--- config.mk ---
export PLATFORM = sky130hd
export DESIGN_NAME = boot_image_verifier_flat
export DESIGN_NICKNAME = d
export VERILOG_FILES = /design/src/rtl/biv_pkg.sv /design/src/rtl/biv_in_if.sv /design/src/rtl/biv_out_if.sv /design/src/rtl/boot_image_verifier.sv /design/src/flat_wrapper.sv
export VERILOG_INCLUDE_DIRS = /design/src /design/src/rtl
export SDC_FILE = /design/constraint.sdc
export NUM_CORES = 1
export LEC_CHECK = 0
export ABC_AREA = 0
export BUFFER_PORTS_ARGS = -buffer_cell sky130_fd_sc_hd__buf_4
export CAP_MARGIN = 20
export CORE_ASPECT_RATIO = 0.6
export CORE_MARGIN = 3
export CORE_UTILIZATION = 43
export DETAILED_ROUTE_END_ITERATION = 7
export MAX_ROUTING_LAYER = met4
export SETUP_SLACK_MARGIN = 0.05
export SYNTH_ARGS = -nofsm -noshare
export SYNTH_HDL_FRONTEND = slang
export SYNTH_SLANG_ARGS = --single-unit
--- constraint.sdc ---
create_clock -name clk -period 12.3 [get_ports clk]
set_input_delay 1.23 -clock clk [delete_from_list [all_inputs] [get_ports clk]]
set_output_delay 1.23 -clock clk [all_outputs]
set_load 0.01 [all_outputs]
--- src/rtl/boot_image_verifier_assert.svh ---
// Assertion macros for the boot image verifier.
// Used by boot_image_verifier.sv; compiled out when SYNTH is defined.
`ifndef BOOT_IMAGE_VERIFIER_ASSERT_SVH
`define BOOT_IMAGE_VERIFIER_ASSERT_SVH
`ifndef SYNTH
// Same-cycle implication, disabled during reset.
`define BIV_ASSERT_IMP(label, clk, rst_n, ante, cons, msg) \
    label: assert property (@(posedge clk) disable iff (!rst_n) (ante) |-> (cons)) \
        else $error(msg);
// Next-cycle implication, disabled during reset.
`define BIV_ASSERT_NXT(label, clk, rst_n, ante, cons, msg) \
    label: assert property (@(posedge clk) disable iff (!rst_n) (ante) |=> (cons)) \
        else $error(msg);
`else
`define BIV_ASSERT_IMP(label, clk, rst_n, ante, cons, msg)
`define BIV_ASSERT_NXT(label, clk, rst_n, ante, cons, msg)
`endif
`endif

--- src/rtl/biv_pkg.sv ---
// Shared constants, register indexes and the byte-wide CRC-32 function
// for the boot image verifier. No dependencies.
`default_nettype none

package biv_pkg;

    localparam logic [31:0] ALL_ONES        = 32'hFFFF_FFFF;
    localparam logic [31:0] CRC_POLY        = 32'hEDB8_8320;
    localparam logic [31:0] CRC_PLACEHOLDER = 32'hAAAA_AAAA;

    // Item and verdict kinds.
    localparam logic KIND_HEADER = 1'b0;
    localparam logic KIND_DATA   = 1'b1;

    // Configuration register indexes (byte address is 4 times the index).
    typedef logic [2:0] reg_idx_t;
    localparam reg_idx_t REG_APP_START = 3'd0;
    localparam reg_idx_t REG_APP_END   = 3'd1;
    localparam reg_idx_t REG_SRAM_LOW  = 3'd2;
    localparam reg_idx_t REG_SRAM_HIGH = 3'd3;
    localparam reg_idx_t REG_MAGIC     = 3'd4;

    // Reset values of the configuration registers.
    localparam logic [31:0] APP_START_RST = 32'h0800_8000;
    localparam logic [31:0] APP_END_RST   = 32'h0808_0000;
    localparam logic [31:0] SRAM_LOW_RST  = 32'h2000_0000;
    localparam logic [31:0] SRAM_HIGH_RST = 32'h2001_FFFF;
    localparam logic [31:0] MAGIC_RST     = 32'h0000_0000;

    // Reflected CRC-32 update by one byte, LSB first.
    function automatic logic [31:0] crc32_byte(input logic [31:0] crc, input logic [7:0] b);
        logic [31:0] c;
        c = crc ^ {24'd0, b};
        for (int k = 0; k < 8; k++)
        begin
            if (c[0])
                c = (c >> 1) ^ CRC_POLY;
            else
                c = c >> 1;
        end
        return c;
    endfunction

endpackage

`default_nettype wire

--- src/rtl/biv_in_if.sv ---
// Input channel of the boot image verifier: valid/ready plus header and data fields.
// No dependencies.
`default_nettype none

interface biv_in_if;
    logic        valid;
    logic        ready;
    logic        kind;
    logic [31:0] hdr_magic;
    logic [31:0] hdr_size;
    logic [31:0] hdr_crc;
    logic [31:0] stack_pointer;
    logic [31:0] reset_vector;
    logic [7:0]  data_byte;

    modport source (output valid, kind, hdr_magic, hdr_size, hdr_crc, stack_pointer,
                    reset_vector, data_byte, input ready);
    modport sink   (input valid, kind, hdr_magic, hdr_size, hdr_crc, stack_pointer,
                    reset_vector, data_byte, output ready);
endinterface

`default_nettype wire

--- src/rtl/biv_out_if.sv ---
// Result channel of the boot image verifier: valid/ready plus verdict fields.
// No dependencies.
`default_nettype none

interface biv_out_if;
    logic        valid;
    logic        ready;
    logic        verdict_kind;
    logic        vector_ok;
    logic        magic_ok;
    logic        header_ok;
    logic        crc_match;
    logic [31:0] crc_value;

    modport source (output valid, verdict_kind, vector_ok, magic_ok, header_ok, crc_match,
                    crc_value, input ready);
    modport sink   (input valid, verdict_kind, vector_ok, magic_ok, header_ok, crc_match,
                    crc_value, output ready);
endinterface

`default_nettype wire

--- src/rtl/boot_image_verifier.sv ---
// Boot image verifier: header checks and streaming reflected CRC-32 of the image.
// Depends on biv_pkg, biv_in_if, biv_out_if and boot_image_verifier_assert.svh.
//
// Usage:
//   in_ch carries items: a header item (kind 0) or one image byte (kind 1).
//   out_ch carries verdicts: a header verdict for every header item, and a
//   final CRC verdict when the byte count reaches the header's image size.
//   Bytes arriving with no valid header armed, or after the image ended,
//   produce nothing. A new header always restarts the check.
//   The APB port holds the region bounds and the expected magic word; write
//   it only while the block is idle. pready is tied high.
//   Throughput: one item per cycle while out_ch takes results. Each item is
//   captured in the input register when accepted, and the combinational
//   check/CRC logic (byte CRC unrolled over eight bits) then loads the
//   result register, from which the verdict is presented on out_ch.
//   When out_ch stalls, the result register holds; the input register still
//   takes one more item, after which in_ch.ready drops until the result is
//   taken.
//   Reset (rst_n low, asynchronous) empties both stages, disarms the check
//   and restores the register defaults.
`default_nettype none

`include "boot_image_verifier_assert.svh"

module boot_image_verifier
    import biv_pkg::*;
(
    input  wire         clk,
    input  wire         rst_n,
    biv_in_if.sink      in_ch,
    biv_out_if.source   out_ch,
    input  wire         psel,
    input  wire         penable,
    input  wire         pwrite,
    input  wire  [4:0]  paddr,
    input  wire  [31:0] pwdata,
    output logic [31:0] prdata,
    output logic        pready
);

    // Configuration registers.
    logic [31:0] app_start_reg;
    logic [31:0] app_end_reg;
    logic [31:0] sram_low_reg;
    logic [31:0] sram_high_reg;
    logic [31:0] magic_reg;

    // Input register stage.
    logic        s1_valid_reg;
    logic        s1_kind_reg;
    logic [31:0] s1_magic_reg;
    logic [31:0] s1_size_reg;
    logic [31:0] s1_crc_reg;
    logic [31:0] s1_sp_reg;
    logic [31:0] s1_rv_reg;
    logic [7:0]  s1_byte_reg;

    // Check state.
    logic [31:0] crc_running_reg, crc_running_next;
    logic [31:0] bytes_seen_reg, bytes_seen_next;
    logic [31:0] image_size_reg, image_size_next;
    logic [31:0] crc_expected_reg, crc_expected_next;
    logic        checking_reg, checking_next;

    // Result register.
    logic        out_valid_reg, out_valid_next;
    logic        res_kind_reg;
    logic        res_vector_ok_reg;
    logic        res_magic_ok_reg;
    logic        res_header_ok_reg;
    logic        res_crc_match_reg;
    logic [31:0] res_crc_value_reg;

    logic        advance;
    logic        proc;
    logic        res_load;
    logic        magic_ok;
    logic        size_ok;
    logic        crc_ok;
    logic        header_ok;
    logic        vector_ok;
    logic [32:0] region_sum;
    logic [31:0] crc_new;
    logic [31:0] final_crc;
    logic [31:0] count_inc;
    logic        last_byte;
    logic        cfg_we;
    reg_idx_t    cfg_idx;

    // Configuration port.
    assign pready  = 1'b1;
    assign cfg_idx = paddr[4:2];
    assign cfg_we  = psel && penable && pwrite && pready;

    always_comb
    begin
        case (cfg_idx)
            REG_APP_START: prdata = app_start_reg;
            REG_APP_END:   prdata = app_end_reg;
            REG_SRAM_LOW:  prdata = sram_low_reg;
            REG_SRAM_HIGH: prdata = sram_high_reg;
            REG_MAGIC:     prdata = magic_reg;
            default:       prdata = 32'd0;
        endcase
    end

    always_ff @(posedge clk or negedge rst_n)
    begin
        if (!rst_n)
        begin
            app_start_reg <= APP_START_RST;
            app_end_reg   <= APP_END_RST;
            sram_low_reg  <= SRAM_LOW_RST;
            sram_high_reg <= SRAM_HIGH_RST;
            magic_reg     <= MAGIC_RST;
        end
        else if (cfg_we)
        begin
            case (cfg_idx)
                REG_APP_START: app_start_reg <= pwdata;
                REG_APP_END:   app_end_reg   <= pwdata;
                REG_SRAM_LOW:  sram_low_reg  <= pwdata;
                REG_SRAM_HIGH: sram_high_reg <= pwdata;
                REG_MAGIC:     magic_reg     <= pwdata;
                default:       ;
            endcase
        end
    end

    // Handshake: the work stage moves whenever the result register can take a value.
    assign advance     = !out_valid_reg || out_ch.ready;
    assign proc        = s1_valid_reg && advance;
    assign in_ch.ready = !s1_valid_reg || advance;

    // Input register.
    always_ff @(posedge clk or negedge rst_n)
    begin
        if (!rst_n)
        begin
            s1_valid_reg <= 1'b0;
        end
        else if (in_ch.ready)
        begin
            s1_valid_reg <= in_ch.valid;
        end
    end

    always_ff @(posedge clk)
    begin
        if (in_ch.valid && in_ch.ready)
        begin
            s1_kind_reg  <= in_ch.kind;
            s1_magic_reg <= in_ch.hdr_magic;
            s1_size_reg  <= in_ch.hdr_size;
            s1_crc_reg   <= in_ch.hdr_crc;
            s1_sp_reg    <= in_ch.stack_pointer;
            s1_rv_reg    <= in_ch.reset_vector;
            s1_byte_reg  <= in_ch.data_byte;
        end
    end

    // Header checks.
    assign region_sum = {1'b0, app_start_reg} + {1'b0, s1_size_reg};
    assign magic_ok   = (s1_magic_reg == magic_reg);
    assign size_ok    = (s1_size_reg != 32'd0) && (s1_size_reg != ALL_ONES)
                        && (region_sum <= {1'b0, app_end_reg});
    assign crc_ok     = (s1_crc_reg != ALL_ONES) && (s1_crc_reg != CRC_PLACEHOLDER);
    assign header_ok  = magic_ok && size_ok && crc_ok;
    assign vector_ok  = (s1_sp_reg >= sram_low_reg) && (s1_sp_reg <= sram_high_reg)
                        && (s1_rv_reg >= app_start_reg) && (s1_rv_reg < app_end_reg)
                        && s1_rv_reg[0];

    // Byte update and end-of-image detection.
    assign crc_new   = crc32_byte(crc_running_reg, s1_byte_reg);
    assign final_crc = crc_new ^ ALL_ONES;
    assign count_inc = bytes_seen_reg + 32'd1;
    assign last_byte = (count_inc == image_size_reg);

    assign res_load = proc && ((s1_kind_reg == KIND_HEADER) || (checking_reg && last_byte));

    // Next state of the check.
    always_comb
    begin
        crc_running_next  = crc_running_reg;
        bytes_seen_next   = bytes_seen_reg;
        image_size_next   = image_size_reg;
        crc_expected_next = crc_expected_reg;
        checking_next     = checking_reg;
        if (proc)
        begin
            if (s1_kind_reg == KIND_HEADER)
            begin
                crc_running_next  = ALL_ONES;
                bytes_seen_next   = 32'd0;
                image_size_next   = s1_size_reg;
                crc_expected_next = s1_crc_reg;
                checking_next     = header_ok;
            end
            else if (checking_reg)
            begin
                crc_running_next = crc_new;
                bytes_seen_next  = count_inc;
                if (last_byte)
                    checking_next = 1'b0;
            end
        end
    end

    always_ff @(posedge clk or negedge rst_n)
    begin
        if (!rst_n)
        begin
            crc_running_reg  <= ALL_ONES;
            bytes_seen_reg   <= 32'd0;
            image_size_reg   <= 32'd0;
            crc_expected_reg <= 32'd0;
            checking_reg     <= 1'b0;
        end
        else
        begin
            crc_running_reg  <= crc_running_next;
            bytes_seen_reg   <= bytes_seen_next;
            image_size_reg   <= image_size_next;
            crc_expected_reg <= crc_expected_next;
            checking_reg     <= checking_next;
        end
    end

    // Result register.
    always_comb
    begin
        if (res_load)
            out_valid_next = 1'b1;
        else if (out_ch.ready)
            out_valid_next = 1'b0;
        else
            out_valid_next = out_valid_reg;
    end

    always_ff @(posedge clk or negedge rst_n)
    begin
        if (!rst_n)
        begin
            out_valid_reg <= 1'b0;
        end
        else
        begin
            out_valid_reg <= out_valid_next;
        end
    end

    always_ff @(posedge clk)
    begin
        if (res_load)
        begin
            if (s1_kind_reg == KIND_HEADER)
            begin
                res_kind_reg      <= KIND_HEADER;
                res_vector_ok_reg <= vector_ok;
                res_magic_ok_reg  <= magic_ok;
                res_header_ok_reg <= header_ok;
                res_crc_match_reg <= 1'b0;
                res_crc_value_reg <= 32'd0;
            end
            else
            begin
                res_kind_reg      <= KIND_DATA;
                res_vector_ok_reg <= 1'b0;
                res_magic_ok_reg  <= 1'b0;
                res_header_ok_reg <= 1'b0;
                res_crc_match_reg <= (final_crc == crc_expected_reg);
                res_crc_value_reg <= final_crc;
            end
        end
    end

    assign out_ch.valid        = out_valid_reg;
    assign out_ch.verdict_kind = res_kind_reg;
    assign out_ch.vector_ok    = res_vector_ok_reg;
    assign out_ch.magic_ok     = res_magic_ok_reg;
    assign out_ch.header_ok    = res_header_ok_reg;
    assign out_ch.crc_match    = res_crc_match_reg;
    assign out_ch.crc_value    = res_crc_value_reg;

    // Checks on the control logic.
    `BIV_ASSERT_IMP(a_ready_low_only_when_full, clk, rst_n, !in_ch.ready, s1_valid_reg && out_valid_reg, "input stalled while a stage was free")
    `BIV_ASSERT_IMP(a_count_below_size, clk, rst_n, checking_reg, bytes_seen_reg < image_size_reg, "byte count reached image size while still checking")
    `BIV_ASSERT_NXT(a_final_disarms, clk, rst_n, res_load && (s1_kind_reg == KIND_DATA), !checking_reg, "final verdict left the check armed")
    `BIV_ASSERT_NXT(a_header_arms, clk, rst_n, res_load && (s1_kind_reg == KIND_HEADER) && header_ok, checking_reg && (bytes_seen_reg == 32'd0), "passing header did not arm a fresh check")

endmodule

`default_nettype wire
--- src/flat_wrapper.sv ---
// flat-port wrapper written by rule: the top's interface ports become plain ports
module boot_image_verifier_flat import biv_pkg::*;
  (clk, rst_n, psel, penable, pwrite, paddr, pwdata, prdata, pready, in_ch_valid, in_ch_kind, in_ch_hdr_magic, in_ch_hdr_size, in_ch_hdr_crc, in_ch_stack_pointer, in_ch_reset_vector, in_ch_data_byte, in_ch_ready, out_ch_valid, out_ch_verdict_kind, out_ch_vector_ok, out_ch_magic_ok, out_ch_header_ok, out_ch_crc_match, out_ch_crc_value, out_ch_ready);
  biv_in_if in_ch_i ();
  biv_out_if out_ch_i ();
  input  wire clk;
  input  wire rst_n;
  input  wire psel;
  input  wire penable;
  input  wire pwrite;
  input  wire  [4:0] paddr;
  input  wire  [31:0] pwdata;
  output logic [31:0] prdata;
  output logic pready;
  input wire logic [$bits(in_ch_i.valid)-1:0] in_ch_valid;
  input wire logic [$bits(in_ch_i.kind)-1:0] in_ch_kind;
  input wire logic [$bits(in_ch_i.hdr_magic)-1:0] in_ch_hdr_magic;
  input wire logic [$bits(in_ch_i.hdr_size)-1:0] in_ch_hdr_size;
  input wire logic [$bits(in_ch_i.hdr_crc)-1:0] in_ch_hdr_crc;
  input wire logic [$bits(in_ch_i.stack_pointer)-1:0] in_ch_stack_pointer;
  input wire logic [$bits(in_ch_i.reset_vector)-1:0] in_ch_reset_vector;
  input wire logic [$bits(in_ch_i.data_byte)-1:0] in_ch_data_byte;
  output wire logic [$bits(in_ch_i.ready)-1:0] in_ch_ready;
  output wire logic [$bits(out_ch_i.valid)-1:0] out_ch_valid;
  output wire logic [$bits(out_ch_i.verdict_kind)-1:0] out_ch_verdict_kind;
  output wire logic [$bits(out_ch_i.vector_ok)-1:0] out_ch_vector_ok;
  output wire logic [$bits(out_ch_i.magic_ok)-1:0] out_ch_magic_ok;
  output wire logic [$bits(out_ch_i.header_ok)-1:0] out_ch_header_ok;
  output wire logic [$bits(out_ch_i.crc_match)-1:0] out_ch_crc_match;
  output wire logic [$bits(out_ch_i.crc_value)-1:0] out_ch_crc_value;
  input wire logic [$bits(out_ch_i.ready)-1:0] out_ch_ready;
  assign in_ch_i.valid = in_ch_valid;
  assign in_ch_i.kind = in_ch_kind;
  assign in_ch_i.hdr_magic = in_ch_hdr_magic;
  assign in_ch_i.hdr_size = in_ch_hdr_size;
  assign in_ch_i.hdr_crc = in_ch_hdr_crc;
  assign in_ch_i.stack_pointer = in_ch_stack_pointer;
  assign in_ch_i.reset_vector = in_ch_reset_vector;
  assign in_ch_i.data_byte = in_ch_data_byte;
  assign in_ch_ready = in_ch_i.ready;
  assign out_ch_valid = out_ch_i.valid;
  assign out_ch_verdict_kind = out_ch_i.verdict_kind;
  assign out_ch_vector_ok = out_ch_i.vector_ok;
  assign out_ch_magic_ok = out_ch_i.magic_ok;
  assign out_ch_header_ok = out_ch_i.header_ok;
  assign out_ch_crc_match = out_ch_i.crc_match;
  assign out_ch_crc_value = out_ch_i.crc_value;
  assign out_ch_i.ready = out_ch_ready;
  boot_image_verifier u_core (.clk(clk), .rst_n(rst_n), .in_ch(in_ch_i), .out_ch(out_ch_i), .psel(psel), .penable(penable), .pwrite(pwrite), .paddr(paddr), .pwdata(pwdata), .prdata(prdata), .pready(pready));
endmodule
### After elaboration in Yosys (flattened, before gate mapping)

Index checks and enable logic that the tools add are counted.

* bitwise operators: 11
* muxes and demuxes: 19
* equal/unequal tests: 11
* $add $sub $neg: 2
* reductions and logical operators: 30
* order comparisons: 5

Operators with widths (number)
* two-way mux 32 bit: 12
* one-hot mux 32 bit (5 select lines): 1
* inverter 13 -> 14 bit: 8
* equality test 32 bit: 3
* inequality test 32 bit, second input constant: 3
* >= comparator 32 bit: 2
* adder 32 x 32 -> 33 bit: 1
* less-or-equal comparator 33 x 32 -> 1 bit: 1
* adder 32 x 1 -> 32 bit, second input constant: 1
* less-or-equal comparator 32 bit: 1
* < comparator 32 bit: 1
* inverter 32 bit: 1
* nonzero test 32 bit: 1
* XOR 32 x 8 -> 32 bit: 1
* logical AND 1 bit: 15
* AND reduction 2 bit: 7
* equality test 3 x 2 -> 1 bit, second input constant: 2
* two-way mux 1 bit: 6
* equality test 3 x 1 -> 1 bit, second input constant: 1
* equality test 3 bit, second input constant: 1
* zero test 3 bit: 1
* logical OR 1 bit: 3
* zero test 1 bit: 2
* inequality test 2 bit, second input constant: 1
* other kinds (2): 2

* flip-flop bits (word level): 497
* word-level logic and storage cells: 103
* output and inout port bits: 72

### Logic depth before layout (Yosys ltp)

* word-level depth: 19
* gate-level depth with buffers: 20

### Worst setup path before layout

OpenSTA, ideal clock, no wires.

* path type: input to register
* start: in out_ch_ready
* end: reg u_core.s1_byte_reg[0], enable pin
* setup slack: 6.436 ns
* buffers on the path: 0
* arrival time: 5.314 ns
* library setup time: 0.550 ns
* stages: 2
* path through: nand3b_1 and2_1

* longest elaborated chain between the ends: 3

RTL lines
* from (decl): RTL line flat_wrapper.sv:31 `input wire logic [$bits(out_ch_i.ready)-1:0] out_ch_ready;`
* logical OR 1 bit: RTL line boot_image_verifier.sv:131 `assign advance = !out_valid_reg || out_ch.ready;`
* logical OR 1 bit: RTL line boot_image_verifier.sv:133 `assign in_ch.ready = !s1_valid_reg || advance;`
* logical AND 1 bit: RTL line boot_image_verifier.sv:150 `if (in_ch.valid && in_ch.ready)`
* to (signal assigned): RTL line boot_image_verifier.sv:158 `s1_byte_reg <= in_ch.data_byte;`
* to (decl): RTL line boot_image_verifier.sv:56 `logic [7:0] s1_byte_reg;`

No other way between the ends.
A chain may end at the register's enable or synchronous reset.

### Worst setup path after layout

* start: reg u_core.s1_size_reg[0]
* end: reg u_core.checking_reg

* longest elaborated chain between the ends: 6
* elaborated cells on any way between the ends: 9
* those cells by class: add/sub: 1; order compare: 1; eq/ne: 1; mux: 1; reduce/logical: 5

RTL lines
* from (decl): RTL line boot_image_verifier.sv:52 `logic [31:0] s1_size_reg;`
* from (signal assigned): RTL line boot_image_verifier.sv:154 `s1_size_reg <= in_ch.hdr_size;`
* adder 32 x 32 -> 33 bit, or another cell as far along: RTL line boot_image_verifier.sv:163 `assign region_sum = {1'b0, app_start_reg} + {1'b0, s1_size_reg};`
* less-or-equal comparator 33 x 32 -> 1 bit / logical AND 1 bit (equally long branches): RTL line boot_image_verifier.sv:166, boot_image_verifier.sv:165
* logical AND 1 bit *: RTL line boot_image_verifier.sv:166 `&& (region_sum <= {1'b0, app_end_reg});`
* logical AND 1 bit * (2 in series): RTL line boot_image_verifier.sv:168 `assign header_ok = magic_ok && size_ok && crc_ok;`
* two-way mux 1 bit *: RTL line boot_image_verifier.sv:191 `if (s1_kind_reg == KIND_HEADER)`
* to (signal assigned): RTL line boot_image_verifier.sv:225 `checking_reg <= checking_next;`
* to (decl): RTL line boot_image_verifier.sv:63 `logic checking_reg, checking_next;`

Mark *: on every way between the ends. The rest lies on a longest branch, timed or not.

==> flow_summary.json <==
{
  "drtIter0Drc": 1775,
  "gp_congestion": 0.939,
  "worst_setup_path_start_kind": "flop",
  "power.density_nw_per_um2": 202,
  "nets": 3094,
  "insertion_delay_ps": 620,
  "grt.overflow.total": 0,
  "drt_first_pass_iters": 5,
  "synth_common_cells": "dfrtp_1, nand2_1, o21ai_0, edfxtp_1, ha_1",
  "clk_pin_slew_ps": 60,
  "end_kind": "flop",
  "core_area_um2": 61400,
  "peakVddDrop_uv": 145,
  "async_flop_share": 0.586,
  "path_max_fanout": 4,
  "status": "finished, final reports clean",
  "hold_path.class": "reg2reg",
  "rows": 70,
  "die_area_um2": 65700,
  "drc": 0,
  "skew_ps": 24.6,
  "dp_hpwl_um": 62800,
  "clock_sinks": 497,
  "die_h_um": 200,
  "yosys_register_bits": 497,
  "yosysWarnings": 0,
  "yosysTopAreaCell": "edfxtp_1",
  "synth-edff-count": 206,
  "antenna_found_initial": 1,
  "area_growth_pct": 17.1,
  "worst_pin_slew_ps": 1050,
  "netlist_area_um2": 26900,
  "hold_buffers": 0,
  "synth.most_common_cell": "dfrtp_1",
  "cap_violations": 0,
  "synth-seq-area-share": 0.503,
  "timing.final.crit_share": 0.454,
  "track_usage": 0.253,
  "layout-drive-gt1-share": 0.224,
  "worst_slack_ps": 6720,
  "cts_setup_buffers": 0,
  "finalSetupViolations": 0,
  "cts-root-buf": "clkbuf_16",
  "viasPerCell": 5.72,
  "wl_um": 81600,
  "slew-limit-headroom": 0.291,
  "antenna_left": 0,
  "tritoncts": "built",
  "hold_viol_final": 0,
  "initial_core_util": 0.438,
  "grt_pass1_wl_um": 122000,
  "dpl_worst_slack_ps": 6990,
  "fin_tns_setup_ps": 0,
  "clk_path_buf_depth": 3,
  "syn_inst": 2432,
  "vias": 20400,
  "reg2reg_slack_ps": 6720,
  "avgSynthCellArea_um2": 11.1,
  "grt_max_degree": 100,
  "post_cts_resized": 0,
  "synth_nets": 2838,
  "yosysTopAreaCellShare": 0.230,
  "leakage_nw": 13.2,
  "ys_types": 87,
  "crit_required_ps": 12850,
  "fin_crit_ps": 5580,
  "ios": 285,
  "fmax_mhz": 179,
  "grt_pass1_vias": 19600,
  "drv_slew": 0,
  "arrival_ps": 6130,
  "htree_levels": 2,
  "rsz0062_at_grt": "no",
  "numPortBuffers": 281,
  "path_class": "reg2reg",
  "routedWlPerCell_um": 22.9,
  "synthTopCellsByArea": "edfxtp_1, dfrtp_1, ha_1",
  "numCtsBuffers": 50,
  "synthFlopType": "dfrtp_1",
  "nFillCells": 5484,
  "die_x_um": 329
}
power by group:
part	switching (W)	internal, W	total (W)
logic	0.00145	0.000999	0.00245
clock network	0.000681	0.000888	0.00157
registers	0.000237	0.00210	0.00234
total	0.00237	0.00399	0.00635
placed cells by master, fill, tap and decap left out, types with 7 or more instances in the layout:
cell type  Yosys  routed
a21oi_1      100     100
nor4_1        38      36
nand2_1      209     209
a21o_1        59      59
buf_4          6     301
clkbuf_1      84      19
nand2b_1      12      12
xor2_1        57      57
mux2_2       131     131
a31oi_1       10      10
edfxtp_1     206     206
xnor2_2        9       9
clkbuf_16      0      51
o31ai_1       21      21
nand4_1       69      69
o211ai_1       8       8
inv_1        144     144
a22oi_1       63      63
nor2b_1       12      11
a2111oi_0      8       7
xnor2_1      132     132
o21ai_0      209     207
and3_1        14      14
nand3_1       30      29
o22ai_1       33      33
dfstp_2       55      55
o22a_1        12      12
ha_1         192     192
and2_1        26      25
nor3_1        19      19
o21a_1         8       8
nor2_1       104      99
dfrtp_1      236     236
cell type report:
type	instances	area (µm²)	share of cell area
Sequential cell	497	13500	0.430
Clock buffer	72	1380	0.0436
Inverter	144	541	0.0172
Antenna cell	1	2.50	0.0000794
Multi-Input combinational cell	1692	12500	0.396
Tap cell	828	1040	0.0329
Clock inverter	22	260	0.00826
Timing Repair Buffer	303	2290	0.0728
cell families after synthesis:
kind of cell | after synthesis | synth area share
buf+inv | 243 | 0.0364
xor+xnor | 202 | 0.0710
simple gates | 576 | 0.107
compound gates | 584 | 0.136
flops | 497 | 0.503
fa+ha+maj | 193 | 0.0900
other cells | 1 | 0.000139
mux | 136 | 0.0567
per-stage QoR:
| step | util | std cells | total power (W) | area (µm²) | hold WS, ps |
|---|---|---|---|---|---|
| floorplan | - | 2432 | 0.00391 | 26900 | 473 |
| global placement | 0.486 | 3463 | 0.00471 | 29800 | 497 |
| detailed placement | 0.487 | 3464 | 0.00476 | 29900 | 494 |
| CTS | 0.513 | 3558 | 0.00635 | 31500 | 509 |
| global route | 0.513 | 3559 | 0.00671 | 31500 | 537 |
| finish | 0.513 | 3559 | 0.00635 | 31500 | 505 |
worst max-delay path: stages, from the launching register on:
cell and delay (ps):
edfxtp_1 440, ha_1 220, inv_1 60, fa_1 410, nor2b_1 220, o31ai_1 120, a21oi_1 360, o2111ai_1 310
a21oi_1 380, o311a_1 260, mux2i_1 190, nand2_1 70, ha_1 290, nand2_1 70, nor4_1 790, nand4_1 270
o22a_1 240, o31ai_1 90, nand4_1 310, o221a_2 330, nand2b_1 60
metal layers:
metal	track usage	wire length [µm]
met2	0.343	33300
met4	0.0545	1550
met1	0.385	39500
met3	0.0567	7190
met5	-	0
worst paths after layout:
| check | depth (start not counted) | to | startpoint |
|---|---|---|---|
| setup / recovery | 20 | u_core.checking_reg$_DFFE_PN0P_ | u_core.s1_size_reg[0]$_DFFE_PP_ |
| hold / removal | 1 | u_core.crc_expected_reg[13]$_DFFE_PN0P_ | u_core.s1_crc_reg[13]$_DFFE_PP_ |
| setup reg to reg | 20 | u_core.checking_reg$_DFFE_PN0P_ | u_core.s1_size_reg[0]$_DFFE_PP_ |
| max in group asynchronous | 3 | u_core.crc_expected_reg[23]$_DFFE_PN0P_ | rst_n |
| min in group asynchronous | 1 | u_core.sram_low_reg[3]$_DFFE_PN0P_ | rst_n |
| hold reg to reg | 1 | u_core.crc_expected_reg[13]$_DFFE_PN0P_ | u_core.s1_crc_reg[13]$_DFFE_PP_ |
(Power assumes the default switching activity.)
